### config.mk
export PLATFORM = sky130hd
export DESIGN_NAME = sha1_stream_hasher
export DESIGN_NICKNAME = d
export VERILOG_FILES = /design/src/rtl/sha1_pkg.sv /design/src/rtl/sha1_queue.sv /design/src/rtl/sha1_front.sv /design/src/rtl/sha1_core.sv /design/src/rtl/sha1_stream_hasher.sv
export SDC_FILE = /design/constraint.sdc
export NUM_CORES = 2
export LEC_CHECK = 0
export ABC_AREA = 1
export BUFFER_PORTS_ARGS = -buffer_cell sky130_fd_sc_hd__buf_4
export CAP_MARGIN = 20
export CORE_AREA = 4 4 297 357
export CTS_CLUSTER_SIZE = 8
export DETAILED_ROUTE_END_ITERATION = 7
export DIE_AREA = 0 0 301 361
export PLACE_DENSITY_LB_ADDON = 0.12
export SKIP_LAST_GASP = 1
export SLEW_MARGIN = 30
export SYNTH_ARGS = -nofsm -noshare
export SYNTH_HDL_FRONTEND = slang
export SYNTH_SLANG_ARGS = --single-unit
### constraint.sdc
create_clock -name clk -period 19.5 [get_ports clk]
set_clock_uncertainty 0.2 [all_clocks]
set_input_delay 1.95 -clock clk [delete_from_list [all_inputs] [get_ports clk]]
set_output_delay 1.95 -clock clk [all_outputs]
set_load 0.01 [all_outputs]
### src/rtl/sha1_pkg.sv
// ----------------------------------------------------------------------------
// SHA-1 stream hasher package
// Shared types, round constants and initial chaining values.
// ----------------------------------------------------------------------------
package sha1_pkg;

  // Word queue between the front and the compression core.
  localparam int QUEUE_DEPTH = 4;
  localparam int QUEUE_AW    = 2;

  // Round counter: 80 rounds, the first 16 take their word from the queue.
  localparam int            ROUND_W     = 7;
  localparam logic [6:0]    LOAD_ROUNDS = 7'd16;
  localparam logic [6:0]    ROUND_F2    = 7'd20;
  localparam logic [6:0]    ROUND_F3    = 7'd40;
  localparam logic [6:0]    ROUND_F4    = 7'd60;
  localparam logic [6:0]    LAST_ROUND  = 7'd79;

  // Padding constants.
  localparam logic [7:0]    PAD_BYTE     = 8'h80;
  localparam logic [3:0]    LEN_WORD_IDX = 4'd14;

  // Digest output index of the final word.
  localparam logic [2:0]    LAST_OUT_IDX = 3'd4;

  // Round constants.
  localparam logic [31:0] K0 = 32'h5A827999;
  localparam logic [31:0] K1 = 32'h6ED9EBA1;
  localparam logic [31:0] K2 = 32'h8F1BBCDC;
  localparam logic [31:0] K3 = 32'hCA62C1D6;

  // Initial chaining values.
  localparam logic [31:0] H_INIT [5] = '{
    32'h67452301, 32'hEFCDAB89, 32'h98BADCFE, 32'h10325476, 32'hC3D2E1F0
  };

  // One queue entry: a message word, or the end-of-message marker.
  typedef struct packed {
    logic        done_mark;
    logic [31:0] word;
  } qent_t;

  // Push side of the queue.
  typedef struct packed {
    logic  valid;
    qent_t ent;
  } qpush_t;

  // Head of the queue as seen by the core.
  typedef struct packed {
    logic  valid;
    qent_t ent;
  } qhead_t;

  typedef enum logic [2:0] {
    F_ACCEPT,
    F_PAD_FIRST,
    F_PAD_ZERO,
    F_LEN_HI,
    F_LEN_LO,
    F_DONE
  } front_state_t;

  typedef enum logic [1:0] {
    B_IDLE,
    B_RUN,
    B_ADD,
    B_OUT
  } back_state_t;

endpackage

### src/rtl/sha1_queue.sv
// ----------------------------------------------------------------------------
// SHA-1 word queue
// Small FIFO of message words and end markers between front and core.
// ----------------------------------------------------------------------------
module sha1_queue (
  input  logic             clk,
  input  logic             rst,
  input  sha1_pkg::qpush_t push,
  output logic             full,
  input  logic             pop,
  output sha1_pkg::qhead_t head
);

  sha1_pkg::qent_t               entries [sha1_pkg::QUEUE_DEPTH];
  logic [sha1_pkg::QUEUE_AW-1:0] wr_ptr;
  logic [sha1_pkg::QUEUE_AW-1:0] rd_ptr;
  logic [sha1_pkg::QUEUE_AW:0]   count;
  logic                          do_push;
  logic                          do_pop;

  // Status and head view.
  assign full       = (count == (sha1_pkg::QUEUE_AW+1)'(sha1_pkg::QUEUE_DEPTH));
  assign head.valid = (count != '0);
  assign head.ent   = entries[rd_ptr];
  assign do_push    = push.valid && !full;
  assign do_pop     = pop && head.valid;

  // Pointers and fill count.
  always_ff @(posedge clk) begin
    if (rst) begin
      wr_ptr <= '0;
      rd_ptr <= '0;
      count  <= '0;
    end else begin
      if (do_push) begin
        wr_ptr <= wr_ptr + 1'b1;
      end
      if (do_pop) begin
        rd_ptr <= rd_ptr + 1'b1;
      end
      count <= count + (sha1_pkg::QUEUE_AW+1)'(do_push) - (sha1_pkg::QUEUE_AW+1)'(do_pop);
    end
  end

  // Entry storage.
  always_ff @(posedge clk) begin
    if (do_push) begin
      entries[wr_ptr] <= push.ent;
    end
  end

`ifndef SYNTHESIS
  a_count_bound: assert property (@(posedge clk) disable iff (rst)
    count <= (sha1_pkg::QUEUE_AW+1)'(sha1_pkg::QUEUE_DEPTH))
    else $error("queue count exceeds depth");
  a_pop_track: assert property (@(posedge clk) disable iff (rst)
    (do_pop && !do_push) |=> (count == $past(count) - 1'b1))
    else $error("queue count did not drop on pop");
  a_push_track: assert property (@(posedge clk) disable iff (rst)
    (do_push && !do_pop) |=> (count == $past(count) + 1'b1))
    else $error("queue count did not rise on push");
`endif

endmodule

### src/rtl/sha1_front.sv
// ----------------------------------------------------------------------------
// SHA-1 front end
// Accepts byte beats, packs big-endian words, counts length and pads.
// ----------------------------------------------------------------------------
module sha1_front (
  input  logic             clk,
  input  logic             rst,
  input  logic             in_valid,
  output logic             in_ready,
  input  logic [7:0]       data_byte,
  input  logic             byte_valid,
  input  logic             message_end,
  output sha1_pkg::qpush_t push,
  input  logic             full
);

  sha1_pkg::front_state_t state;
  sha1_pkg::front_state_t state_next;
  logic [5:0]             count;
  logic [5:0]             count_next;
  logic [31:0]            acc;
  logic [31:0]            acc_next;
  logic [63:0]            bit_length;
  logic [63:0]            bit_length_next;

  // State register.
  always_ff @(posedge clk) begin
    if (rst) begin
      state <= sha1_pkg::F_ACCEPT;
    end else begin
      state <= state_next;
    end
  end

  // Byte count, length and word accumulator.
  always_ff @(posedge clk) begin
    if (rst) begin
      count      <= '0;
      bit_length <= '0;
    end else begin
      count      <= count_next;
      bit_length <= bit_length_next;
    end
  end

  always_ff @(posedge clk) begin
    acc <= acc_next;
  end

  // Next state, word packing and padding generation.
  always_comb begin
    logic [1:0]  pos;
    logic [31:0] word_b;
    state_next      = state;
    count_next      = count;
    acc_next        = acc;
    bit_length_next = bit_length;
    push            = '0;
    in_ready        = 1'b0;
    pos             = count[1:0];
    word_b          = (pos == 2'd0) ? 32'd0 : acc;
    unique case (state)
      sha1_pkg::F_ACCEPT: begin
        in_ready = !full;
        if (in_valid && !full) begin
          if (byte_valid) begin
            word_b[{~pos, 3'b000} +: 8] = data_byte;
            acc_next        = word_b;
            bit_length_next = bit_length + 64'd8;
            count_next      = count + 6'd1;
            if (pos == 2'd3) begin
              push.valid          = 1'b1;
              push.ent.done_mark  = 1'b0;
              push.ent.word       = word_b;
            end
          end
          if (message_end) begin
            state_next = sha1_pkg::F_PAD_FIRST;
          end
        end
      end
      sha1_pkg::F_PAD_FIRST: begin
        // Word holding the pending bytes, then the 0x80 marker and zeros.
        if (!full) begin
          word_b[{~pos, 3'b000} +: 8] = sha1_pkg::PAD_BYTE;
          push.valid         = 1'b1;
          push.ent.done_mark = 1'b0;
          push.ent.word      = word_b;
          count_next         = {count[5:2] + 4'd1, 2'b00};
          state_next         = sha1_pkg::F_PAD_ZERO;
        end
      end
      sha1_pkg::F_PAD_ZERO: begin
        // Zero words until the length slot, wrapping into a new block if needed.
        if (count[5:2] == sha1_pkg::LEN_WORD_IDX) begin
          state_next = sha1_pkg::F_LEN_HI;
        end else if (!full) begin
          push.valid         = 1'b1;
          push.ent.done_mark = 1'b0;
          push.ent.word      = 32'd0;
          count_next         = {count[5:2] + 4'd1, 2'b00};
        end
      end
      sha1_pkg::F_LEN_HI: begin
        if (!full) begin
          push.valid         = 1'b1;
          push.ent.done_mark = 1'b0;
          push.ent.word      = bit_length[63:32];
          state_next         = sha1_pkg::F_LEN_LO;
        end
      end
      sha1_pkg::F_LEN_LO: begin
        if (!full) begin
          push.valid         = 1'b1;
          push.ent.done_mark = 1'b0;
          push.ent.word      = bit_length[31:0];
          state_next         = sha1_pkg::F_DONE;
        end
      end
      sha1_pkg::F_DONE: begin
        // End marker tells the core to emit the digest; start a fresh message.
        if (!full) begin
          push.valid         = 1'b1;
          push.ent.done_mark = 1'b1;
          push.ent.word      = 32'd0;
          count_next         = '0;
          bit_length_next    = '0;
          state_next         = sha1_pkg::F_ACCEPT;
        end
      end
      default: begin
        state_next = sha1_pkg::F_ACCEPT;
      end
    endcase
  end

`ifndef SYNTHESIS
  a_pad_aligned: assert property (@(posedge clk) disable iff (rst)
    (state == sha1_pkg::F_PAD_ZERO) |-> (count[1:0] == 2'd0))
    else $error("padding word index not aligned");
  a_len_slot: assert property (@(posedge clk) disable iff (rst)
    (state == sha1_pkg::F_LEN_HI) |-> (count[5:2] == sha1_pkg::LEN_WORD_IDX))
    else $error("length word outside its slot");
  a_no_push_full: assert property (@(posedge clk) disable iff (rst)
    push.valid |-> !full)
    else $error("push while queue full");
`endif

endmodule

### src/rtl/sha1_core.sv
// ----------------------------------------------------------------------------
// SHA-1 compression core
// One round per cycle over queued words, stalling on an empty queue; chain update and digest output.
// ----------------------------------------------------------------------------
module sha1_core (
  input  logic             clk,
  input  logic             rst,
  input  sha1_pkg::qhead_t head,
  output logic             pop,
  output logic             out_valid,
  input  logic             out_ready,
  output logic [31:0]      digest_word,
  output logic             digest_last
);

  sha1_pkg::back_state_t        state;
  sha1_pkg::back_state_t        state_next;
  logic [sha1_pkg::ROUND_W-1:0] round;
  logic [31:0]                  va, vb, vc, vd, ve;
  logic [31:0]                  window [16];
  logic [31:0]                  chain [5];
  logic [2:0]                   out_idx;
  logic                         do_start;
  logic                         do_round;
  logic                         do_add;
  logic                         do_done;
  logic                         out_load;
  logic [31:0]                  w_mix;
  logic [31:0]                  w_new;
  logic [31:0]                  w_cur;
  logic [31:0]                  f_val;
  logic [31:0]                  k_val;
  logic [31:0]                  t_sum;

  // Message schedule and round function.
  assign w_mix = window[13] ^ window[8] ^ window[2] ^ window[0];
  assign w_new = {w_mix[30:0], w_mix[31]};
  assign w_cur = (round < sha1_pkg::LOAD_ROUNDS) ? head.ent.word : w_new;

  always_comb begin
    priority if (round < sha1_pkg::ROUND_F2) begin
      f_val = (vb & vc) | (~vb & vd);
      k_val = sha1_pkg::K0;
    end else if (round < sha1_pkg::ROUND_F3) begin
      f_val = vb ^ vc ^ vd;
      k_val = sha1_pkg::K1;
    end else if (round < sha1_pkg::ROUND_F4) begin
      f_val = (vb & vc) | (vb & vd) | (vc & vd);
      k_val = sha1_pkg::K2;
    end else begin
      f_val = vb ^ vc ^ vd;
      k_val = sha1_pkg::K3;
    end
  end

  assign t_sum = {va[26:0], va[31:27]} + f_val + ve + k_val + w_cur;

  // State register.
  always_ff @(posedge clk) begin
    if (rst) begin
      state <= sha1_pkg::B_IDLE;
    end else begin
      state <= state_next;
    end
  end

  // Sequencer: start a block, run rounds, fold into chain, emit digest.
  always_comb begin
    state_next = state;
    pop        = 1'b0;
    do_start   = 1'b0;
    do_round   = 1'b0;
    do_add     = 1'b0;
    do_done    = 1'b0;
    out_load   = 1'b0;
    unique case (state)
      sha1_pkg::B_IDLE: begin
        if (head.valid) begin
          if (head.ent.done_mark) begin
            pop        = 1'b1;
            do_done    = 1'b1;
            state_next = sha1_pkg::B_OUT;
          end else begin
            do_start   = 1'b1;
            state_next = sha1_pkg::B_RUN;
          end
        end
      end
      sha1_pkg::B_RUN: begin
        if (round < sha1_pkg::LOAD_ROUNDS) begin
          pop      = head.valid;
          do_round = head.valid;
        end else begin
          do_round = 1'b1;
        end
        if (do_round && round == sha1_pkg::LAST_ROUND) begin
          state_next = sha1_pkg::B_ADD;
        end
      end
      sha1_pkg::B_ADD: begin
        do_add     = 1'b1;
        state_next = sha1_pkg::B_IDLE;
      end
      sha1_pkg::B_OUT: begin
        out_load = !out_valid || out_ready;
        if (out_load && out_idx == sha1_pkg::LAST_OUT_IDX) begin
          state_next = sha1_pkg::B_IDLE;
        end
      end
      default: begin
        state_next = sha1_pkg::B_IDLE;
      end
    endcase
  end

  // Round counter, output index and output valid.
  always_ff @(posedge clk) begin
    if (rst) begin
      round     <= '0;
      out_idx   <= '0;
      out_valid <= 1'b0;
    end else begin
      if (do_start) begin
        round <= '0;
      end else if (do_round) begin
        round <= round + 1'b1;
      end
      if (do_done) begin
        out_idx <= '0;
      end else if (out_load) begin
        out_idx <= out_idx + 3'd1;
      end
      if (out_load) begin
        out_valid <= 1'b1;
      end else if (out_ready) begin
        out_valid <= 1'b0;
      end
    end
  end

  // Chaining words: reset to initial values, updated after each block, restored after the digest.
  always_ff @(posedge clk) begin
    if (rst) begin
      for (int i = 0; i < 5; i++) begin
        chain[i] <= sha1_pkg::H_INIT[i];
      end
    end else if (do_add) begin
      chain[0] <= chain[0] + va;
      chain[1] <= chain[1] + vb;
      chain[2] <= chain[2] + vc;
      chain[3] <= chain[3] + vd;
      chain[4] <= chain[4] + ve;
    end else if (out_load && out_idx == sha1_pkg::LAST_OUT_IDX) begin
      for (int i = 0; i < 5; i++) begin
        chain[i] <= sha1_pkg::H_INIT[i];
      end
    end
  end

  // Working variables and schedule window.
  always_ff @(posedge clk) begin
    if (do_start) begin
      va <= chain[0];
      vb <= chain[1];
      vc <= chain[2];
      vd <= chain[3];
      ve <= chain[4];
    end else if (do_round) begin
      va <= t_sum;
      vb <= va;
      vc <= {vb[1:0], vb[31:2]};
      vd <= vc;
      ve <= vd;
      for (int i = 0; i < 15; i++) begin
        window[i] <= window[i+1];
      end
      window[15] <= w_cur;
    end
  end

  // Digest output register.
  always_ff @(posedge clk) begin
    if (out_load) begin
      digest_word <= chain[out_idx];
      digest_last <= (out_idx == sha1_pkg::LAST_OUT_IDX);
    end
  end

`ifndef SYNTHESIS
  a_round_bound: assert property (@(posedge clk) disable iff (rst)
    (state == sha1_pkg::B_RUN) |-> (round <= sha1_pkg::LAST_ROUND))
    else $error("round counter past last round");
  a_no_marker_in_block: assert property (@(posedge clk) disable iff (rst)
    (state == sha1_pkg::B_RUN && round < sha1_pkg::LOAD_ROUNDS && head.valid)
      |-> !head.ent.done_mark)
    else $error("end marker inside a block");
  a_chain_restart: assert property (@(posedge clk) disable iff (rst)
    (state == sha1_pkg::B_OUT && out_load && out_idx == sha1_pkg::LAST_OUT_IDX)
      |=> (chain[0] == sha1_pkg::H_INIT[0] && state == sha1_pkg::B_IDLE))
    else $error("chain not restored after digest");
`endif

endmodule

### src/rtl/sha1_stream_hasher.sv
// After the closing beat, the padding words are queued, each padded block is compressed,
// and the first digest word then appears through the output register.
// Throughput: one byte beat per cycle while the front is accepting and the word queue has room;
// the sustained rate is set by the core, which runs a start, 80 rounds and a fold per 64 bytes.
// Reset: synchronous rst clears the front, queue and sequencer and loads the initial
// chaining values; the block is ready for beats as soon as reset is released.
// ----------------------------------------------------------------------------
// SHA-1 stream hasher
// Byte-stream SHA-1 with a packing front end, word queue and round core.
// ----------------------------------------------------------------------------
module sha1_stream_hasher (
  input  logic        clk,
  input  logic        rst,
  input  logic        in_valid,
  output logic        in_ready,
  input  logic [7:0]  data_byte,
  input  logic        byte_valid,
  input  logic        message_end,
  output logic        out_valid,
  input  logic        out_ready,
  output logic [31:0] digest_word,
  output logic        digest_last
);

  sha1_pkg::qpush_t push;
  sha1_pkg::qhead_t head;
  logic             full;
  logic             pop;

  // Front end: byte beats to words and padding.
  sha1_front u_front (
    .clk         (clk),
    .rst         (rst),
    .in_valid    (in_valid),
    .in_ready    (in_ready),
    .data_byte   (data_byte),
    .byte_valid  (byte_valid),
    .message_end (message_end),
    .push        (push),
    .full        (full)
  );

  // Queue between front end and core.
  sha1_queue u_queue (
    .clk  (clk),
    .rst  (rst),
    .push (push),
    .full (full),
    .pop  (pop),
    .head (head)
  );

  // Compression core and digest output.
  sha1_core u_core (
    .clk         (clk),
    .rst         (rst),
    .head        (head),
    .pop         (pop),
    .out_valid   (out_valid),
    .out_ready   (out_ready),
    .digest_word (digest_word),
    .digest_last (digest_last)
  );

endmodule
Word-level counts from Yosys, hierarchy flattened:

Memories as Yosys holds them, arrays and structs flattened. A register that Yosys moved wholly into a read port is not among the register bits.
Index checks and enable logic that the tools add are counted.

* memories: 3
* input bits: 14
* logic and storage cells: 214
* memory bits (writable): 804
* register bits: 286
* output and inout bits: 35

Memories
* u_core.window: words 16, width 32, read ports 16, clocked after Yosys merged registers in 0, wr ports 16, line sha1_core.sv:20 `logic [31:0] window [16];`
* u_core.chain: words 5, width 32, read ports 6, clocked after Yosys merged registers in 1, wr ports 5, line sha1_core.sv:21 `logic [31:0] chain [5];`
* u_queue.entries: words 4, width 33, read ports 1, clocked after Yosys merged registers in 1, wr ports 1, line sha1_queue.sv:14 `sha1_pkg::qent_t entries [sha1_pkg::QUEUE_DEPTH];`

* bitwise operators: 24
* shifts and indexed selects: 3
* magnitude comparators: 4
* muxes and demuxes: 95
* reduce and logical (&&, ||, !) cells: 24
* equal/unequal tests: 25
* add/subtract/negate cells: 19

Operators with widths (count)
* two-way mux 32 bit: 27
* two-way mux 34 bit: 9
* adder 32 bit: 9
* case mux 34 bit (6 select lines): 1
* two-way mux 64 bit: 3
* bitwise XOR 32 bit: 5
* bitwise AND 32 bit: 4
* case mux 64 bit (2 select lines): 1
* OR 32 bit: 3
* adder 64 x 4 -> 64 bit, second input constant: 1
* bitwise mux 32 bit: 2
* inverter 32 bit: 1
* variable shift 8 x 7 -> 32 bit, first input constant: 1
* indexed part select 8 x 7 -> 32 bit: 1
* indexed part select 8 x 7 -> 32 bit, first input constant: 1
* two-way mux 31 bit: 1
* two-way mux 6 bit: 5
* two-way mux 1 bit: 29
* case mux 6 bit (4 select lines): 1
* two-way mux 3 bit: 7
* case mux 3 bit (6 select lines): 1
* < comparator 7 x 5 -> 1 bit, second input constant: 2
* < comparator 7 x 6 -> 1 bit, second input constant: 2
* inequality test 2 bit, second input constant: 7
* 34 further kinds: 70

Logic depth before layout (Yosys ltp):

* depth in word-level cells: 12
* mapped depth: 28
* mapped depth without buffers: 26

Hierarchy:

Synthesis repeated with hierarchy kept, for this count alone.

* cell total of the unflattened synthesis: 6043
* area, all modules: 59016.6 um^2

By module, submodules not included
* sha1_core: times used 1, cells each 4683, area an instance 47237.8 um^2, seq. area each 26235.2 um^2
* sha1_front: times used 1, cells each 974, area an instance 6376.1 um^2, seq. area each 2362.3 um^2
* sha1_queue: times used 1, cells each 386, area an instance 5402.7 um^2, seq. area each 4144.0 um^2

Least setup slack after synthesis:

Ideal clock, no wire load.

* kind: register -> register
* start: reg u_queue.count[1] (netlist name)
* end: reg u_core.va[0], enable pin
* buffers on the path: 0
* stages on the path, launching flop included: 5
* clock period less this slack: 21.656 ns
* path slack: -2.156 ns
* library setup time: 0.526 ns
* required time: 18.774 ns
* arrival time: 20.930 ns
* cell sequence: dfxtp_1 nor3_2 a21oi_2 inv_1 nand2_1

* longest elaborated chain between the ends: 5
* elaborated cells on any way between the ends: 7
* classes of those cells: mux (5); reduce/logical (2)

RTL lines
* start: declaration: line sha1_queue.sv:17 `logic [sha1_pkg::QUEUE_AW:0] count;`
* start signal: assignment: line sha1_queue.sv:41 `count <= count + (sha1_pkg::QUEUE_AW+1)'(do_push) - (sha1_pkg::QUEUE_AW+1)'(do_pop);`
* nonzero test 3 bit *: line sha1_queue.sv:23 `assign head.valid = (count != '0);`
* two-way mux 1 bit: line sha1_core.sv:90 `if (round < sha1_pkg::LOAD_ROUNDS) begin`
* two-way mux 1 bit (2 in a row): line sha1_core.sv:76 `unique case (state)`
* nonzero test 2 bit (no source line) *
* end signal: assignment: line sha1_core.sv:163 `va <= chain[0];`
* end signal: assignment: line sha1_core.sv:169 `va <= t_sum;`
* end: declaration: line sha1_core.sv:19 `logic [31:0] va, vb, vc, vd, ve;`

Every way passes the cells marked *; elsewhere a longest branch is shown, timed or not. The select of a mux whose other input is x is not followed.
A chain may end at the register's enable or synchronous reset.

==> results_dict.tcl <==
set metrics [dict create \
    period_minus_slack_ps 6830 \
    async_flop_share_pct 0 \
    synth_edf_count 1029 \
    synth_seq_cells 1121 \
    clk_pin_slew_worst_paths_ps 50 \
    post_cts_resized 0 \
    fin_area_sq_um 65800 \
    rsz0062_at_grt "false" \
    slowest_delay_ps 970 \
    fin_nets 6472 \
    post-route-period-util_pct 35.0 \
    wl_per_cell_um 26.5 \
    initial_utilization_pct 57.6 \
    netlist_instances 5990 \
    cp_max_fo 67 \
    synthDistinctLibCells 56 \
    slew_headroom_pct 24.9 \
    hp-class "reg2reg" \
    worstSetupPathType "reg2reg" \
    wl_mm 200 \
    dieArea_sq_um 109000 \
    status "completed" \
    cts_made_buffers 159 \
    yosysWarnings 0 \
    grt_overflow_total 0 \
    postLayoutCoreUtil_pct 64.1 \
    drv_cap 0 \
    cts_max_path_buffers 3 \
    n_fill_cell 8166 \
    dieHeight_um 361 \
    grt_usage_pct 36.3 \
    viasPerCell 6.10 \
    dpl_cell_area_sq_um 61200 \
    path_cells "buf_4, clkinv_1, o21ai_0, o22ai_1, nand2_1, o21ai_0, fa_1, fa_1, inv_1, fa_1, inv_1, ha_1, nand2_1, nor2_1, nand3_1, nand3_1, a21oi_1, and2_1, o21ai_0, nand2_1" \
    syn2layout_area_growth_pct 11.2 \
    place.gp.congestion 1.03 \
    final_layout_size_suffix_gt1_share_pct 6.07 \
    synth_commonest_cells "nand2_1 (1140), edfxtp_1 (1029), inv_1 (717)" \
    synth_fp_nets 6367 \
    setup_viol 0 \
    fin_cells 7523 \
    grt_max_degree 203 \
    drtAntennaViolNets 0 \
    worstPathArrival_ps 7130 \
    critPathBufInv 4 \
    crit_path_start_kind "flip-flop" \
    avgSynthCellArea_sq_um 9.88 \
    worstSetupEndpointType "flip-flop" \
    synth_top_area_share_pct 52.2 \
    htree_levels 4 \
    antenna_found_initial 3 \
    rows 129 \
    grt_pass1_vias 44289 \
    clk-insertion-delay-late_ps 800 \
    clock.fmax_ghz 0.147 \
    netlist_area_sq_um 59200 \
    ios 49 \
    drc 0 \
    post_cts_buffers 0 \
    synth-main-ff-cell "edfxtp_1" \
    timing_max_transition_violations_final 0 \
    worst_ep_required_time_ps 19810 \
    tns_ps 0 \
    port_buffers 48 \
    dp_hpwl_mm 145 \
    synth_area_leaders "edfxtp_1 (52%), nand2_1 (7.2%), ha_1 (5.0%)" \
    crit_path_top_delay_cell "clkinv_1" \
    clock_sinks 1121 \
    die_width_um 301 \
    vias 45896 \
    cts_root_buffer "clkbuf_16" \
    synth_top_area_cell "edfxtp_1" \
    seq_area_frac_synth_pct 55.3 \
    grt_pass1_wl_mm 289 \
    finalHoldViolations 0 \
    cts_tree "done" \
    crit_family "adder cells" \
    tightest_slew_ps 1120 \
    drt_iter0_markers 5533 \
    cts_hold_buffers 0 \
    post-place-cells 7306 \
    dr.pass1.iters 6 \
    yosysMostFrequentCell "nand2_1" \
    core_sq_um 103000 \
]
per-layer routing:
layer	vias to the layer above	part of all wire, %	wire length [um]	global-route usage, %
met3	574	7.4	14800	6.15
met2	2292	46	92300	58.2
met1	22121	38	75200	45.1
met5	-	0	0	0
li1	20909	-	-	-
met4	0	8.6	17200	25.3
registers in the layout (all words and copies together), names as in the netlist, named ones only:
register            flops
u_core.chain          160
u_core.digest_last      1
u_core.digest_word     32
u_core.out_idx          3
u_core.out_valid        1
u_core.round            7
u_core.state            2
u_core.va              32
u_core.vb              32
u_core.vc              32
u_core.vd              32
u_core.ve              32
u_core.window         512
u_front.acc            32
u_front.bit_length     61
u_front.count           6
u_front.state           3
u_queue.count           3
u_queue.entries       132
u_queue.rd_ptr          2
u_queue.wr_ptr          2
layout by cell type, fill, tap and decap left out, drive strengths merged, types with 90 or more instances in the layout:
cell type  count
ha           238
dfxtp         92
nand2       1144
o21ai        468
buf           98
nand3        261
a21oi        518
fa           125
nor2         541
clkbuf       192
inv          723
xnor2         90
edfxtp      1029
path summary, 6_finish.rpt:
path / from / to / slack, ps / cells past startpoint
min reg2reg: u_core.window[1][236] / u_core.window[1][204] / 200 / 0
max reg2reg: flip-flop / u_core.va[16] / 12670 / 20
max: flip-flop / u_core.va[16] / 12670 / 20
min: u_core.window[1][236] / u_core.window[1][204] / 200 / 0
kinds of logic (layout without fill, tap and decap cells):
family / Yosys count / count (layout) / share of synthesized area, %
and+or+nand+nor: 2181 / 2181 / 15.4
AOI/OAI and AO/OA: 1317 / 1317 / 12.5
DFF: 1121 / 1121 / 55.3
buffers and inverters: 877 / 1033 / 5.62
adders and majority gates: 363 / 363 / 9.26
xor gates and xnor gates: 131 / 131 / 1.94
other: 0 / 2 / 0
metrics by stage:
step | hold WS, ps | setup WS [ps]
2_1_floorplan | 200 | 5010
3_3_place_gp | 200 | 12920
3_5_place_dp | 205 | 12800
4_1_cts | 211 | 12760
5_1_grt | 213 | 12220
6_report | 204 | 12670
final cells by class:
type / instances / area [sq um] / share of cell area, %
clock inverters: 20 / 382 / 0.580
inverters: 723 / 2720 / 4.13
multi-input cells: 3992 / 23200 / 35.3
diodes: 2 / 5.00 / 0.00760
repair buffers: 98 / 916 / 1.39
flip-flops and latches: 1121 / 32700 / 49.8
clock buffers: 192 / 4100 / 6.23
well taps: 1375 / 1720 / 2.61
Power is not shown: default switching activity piles up to over one toggle a cycle in this logic, so the estimate is an artifact.
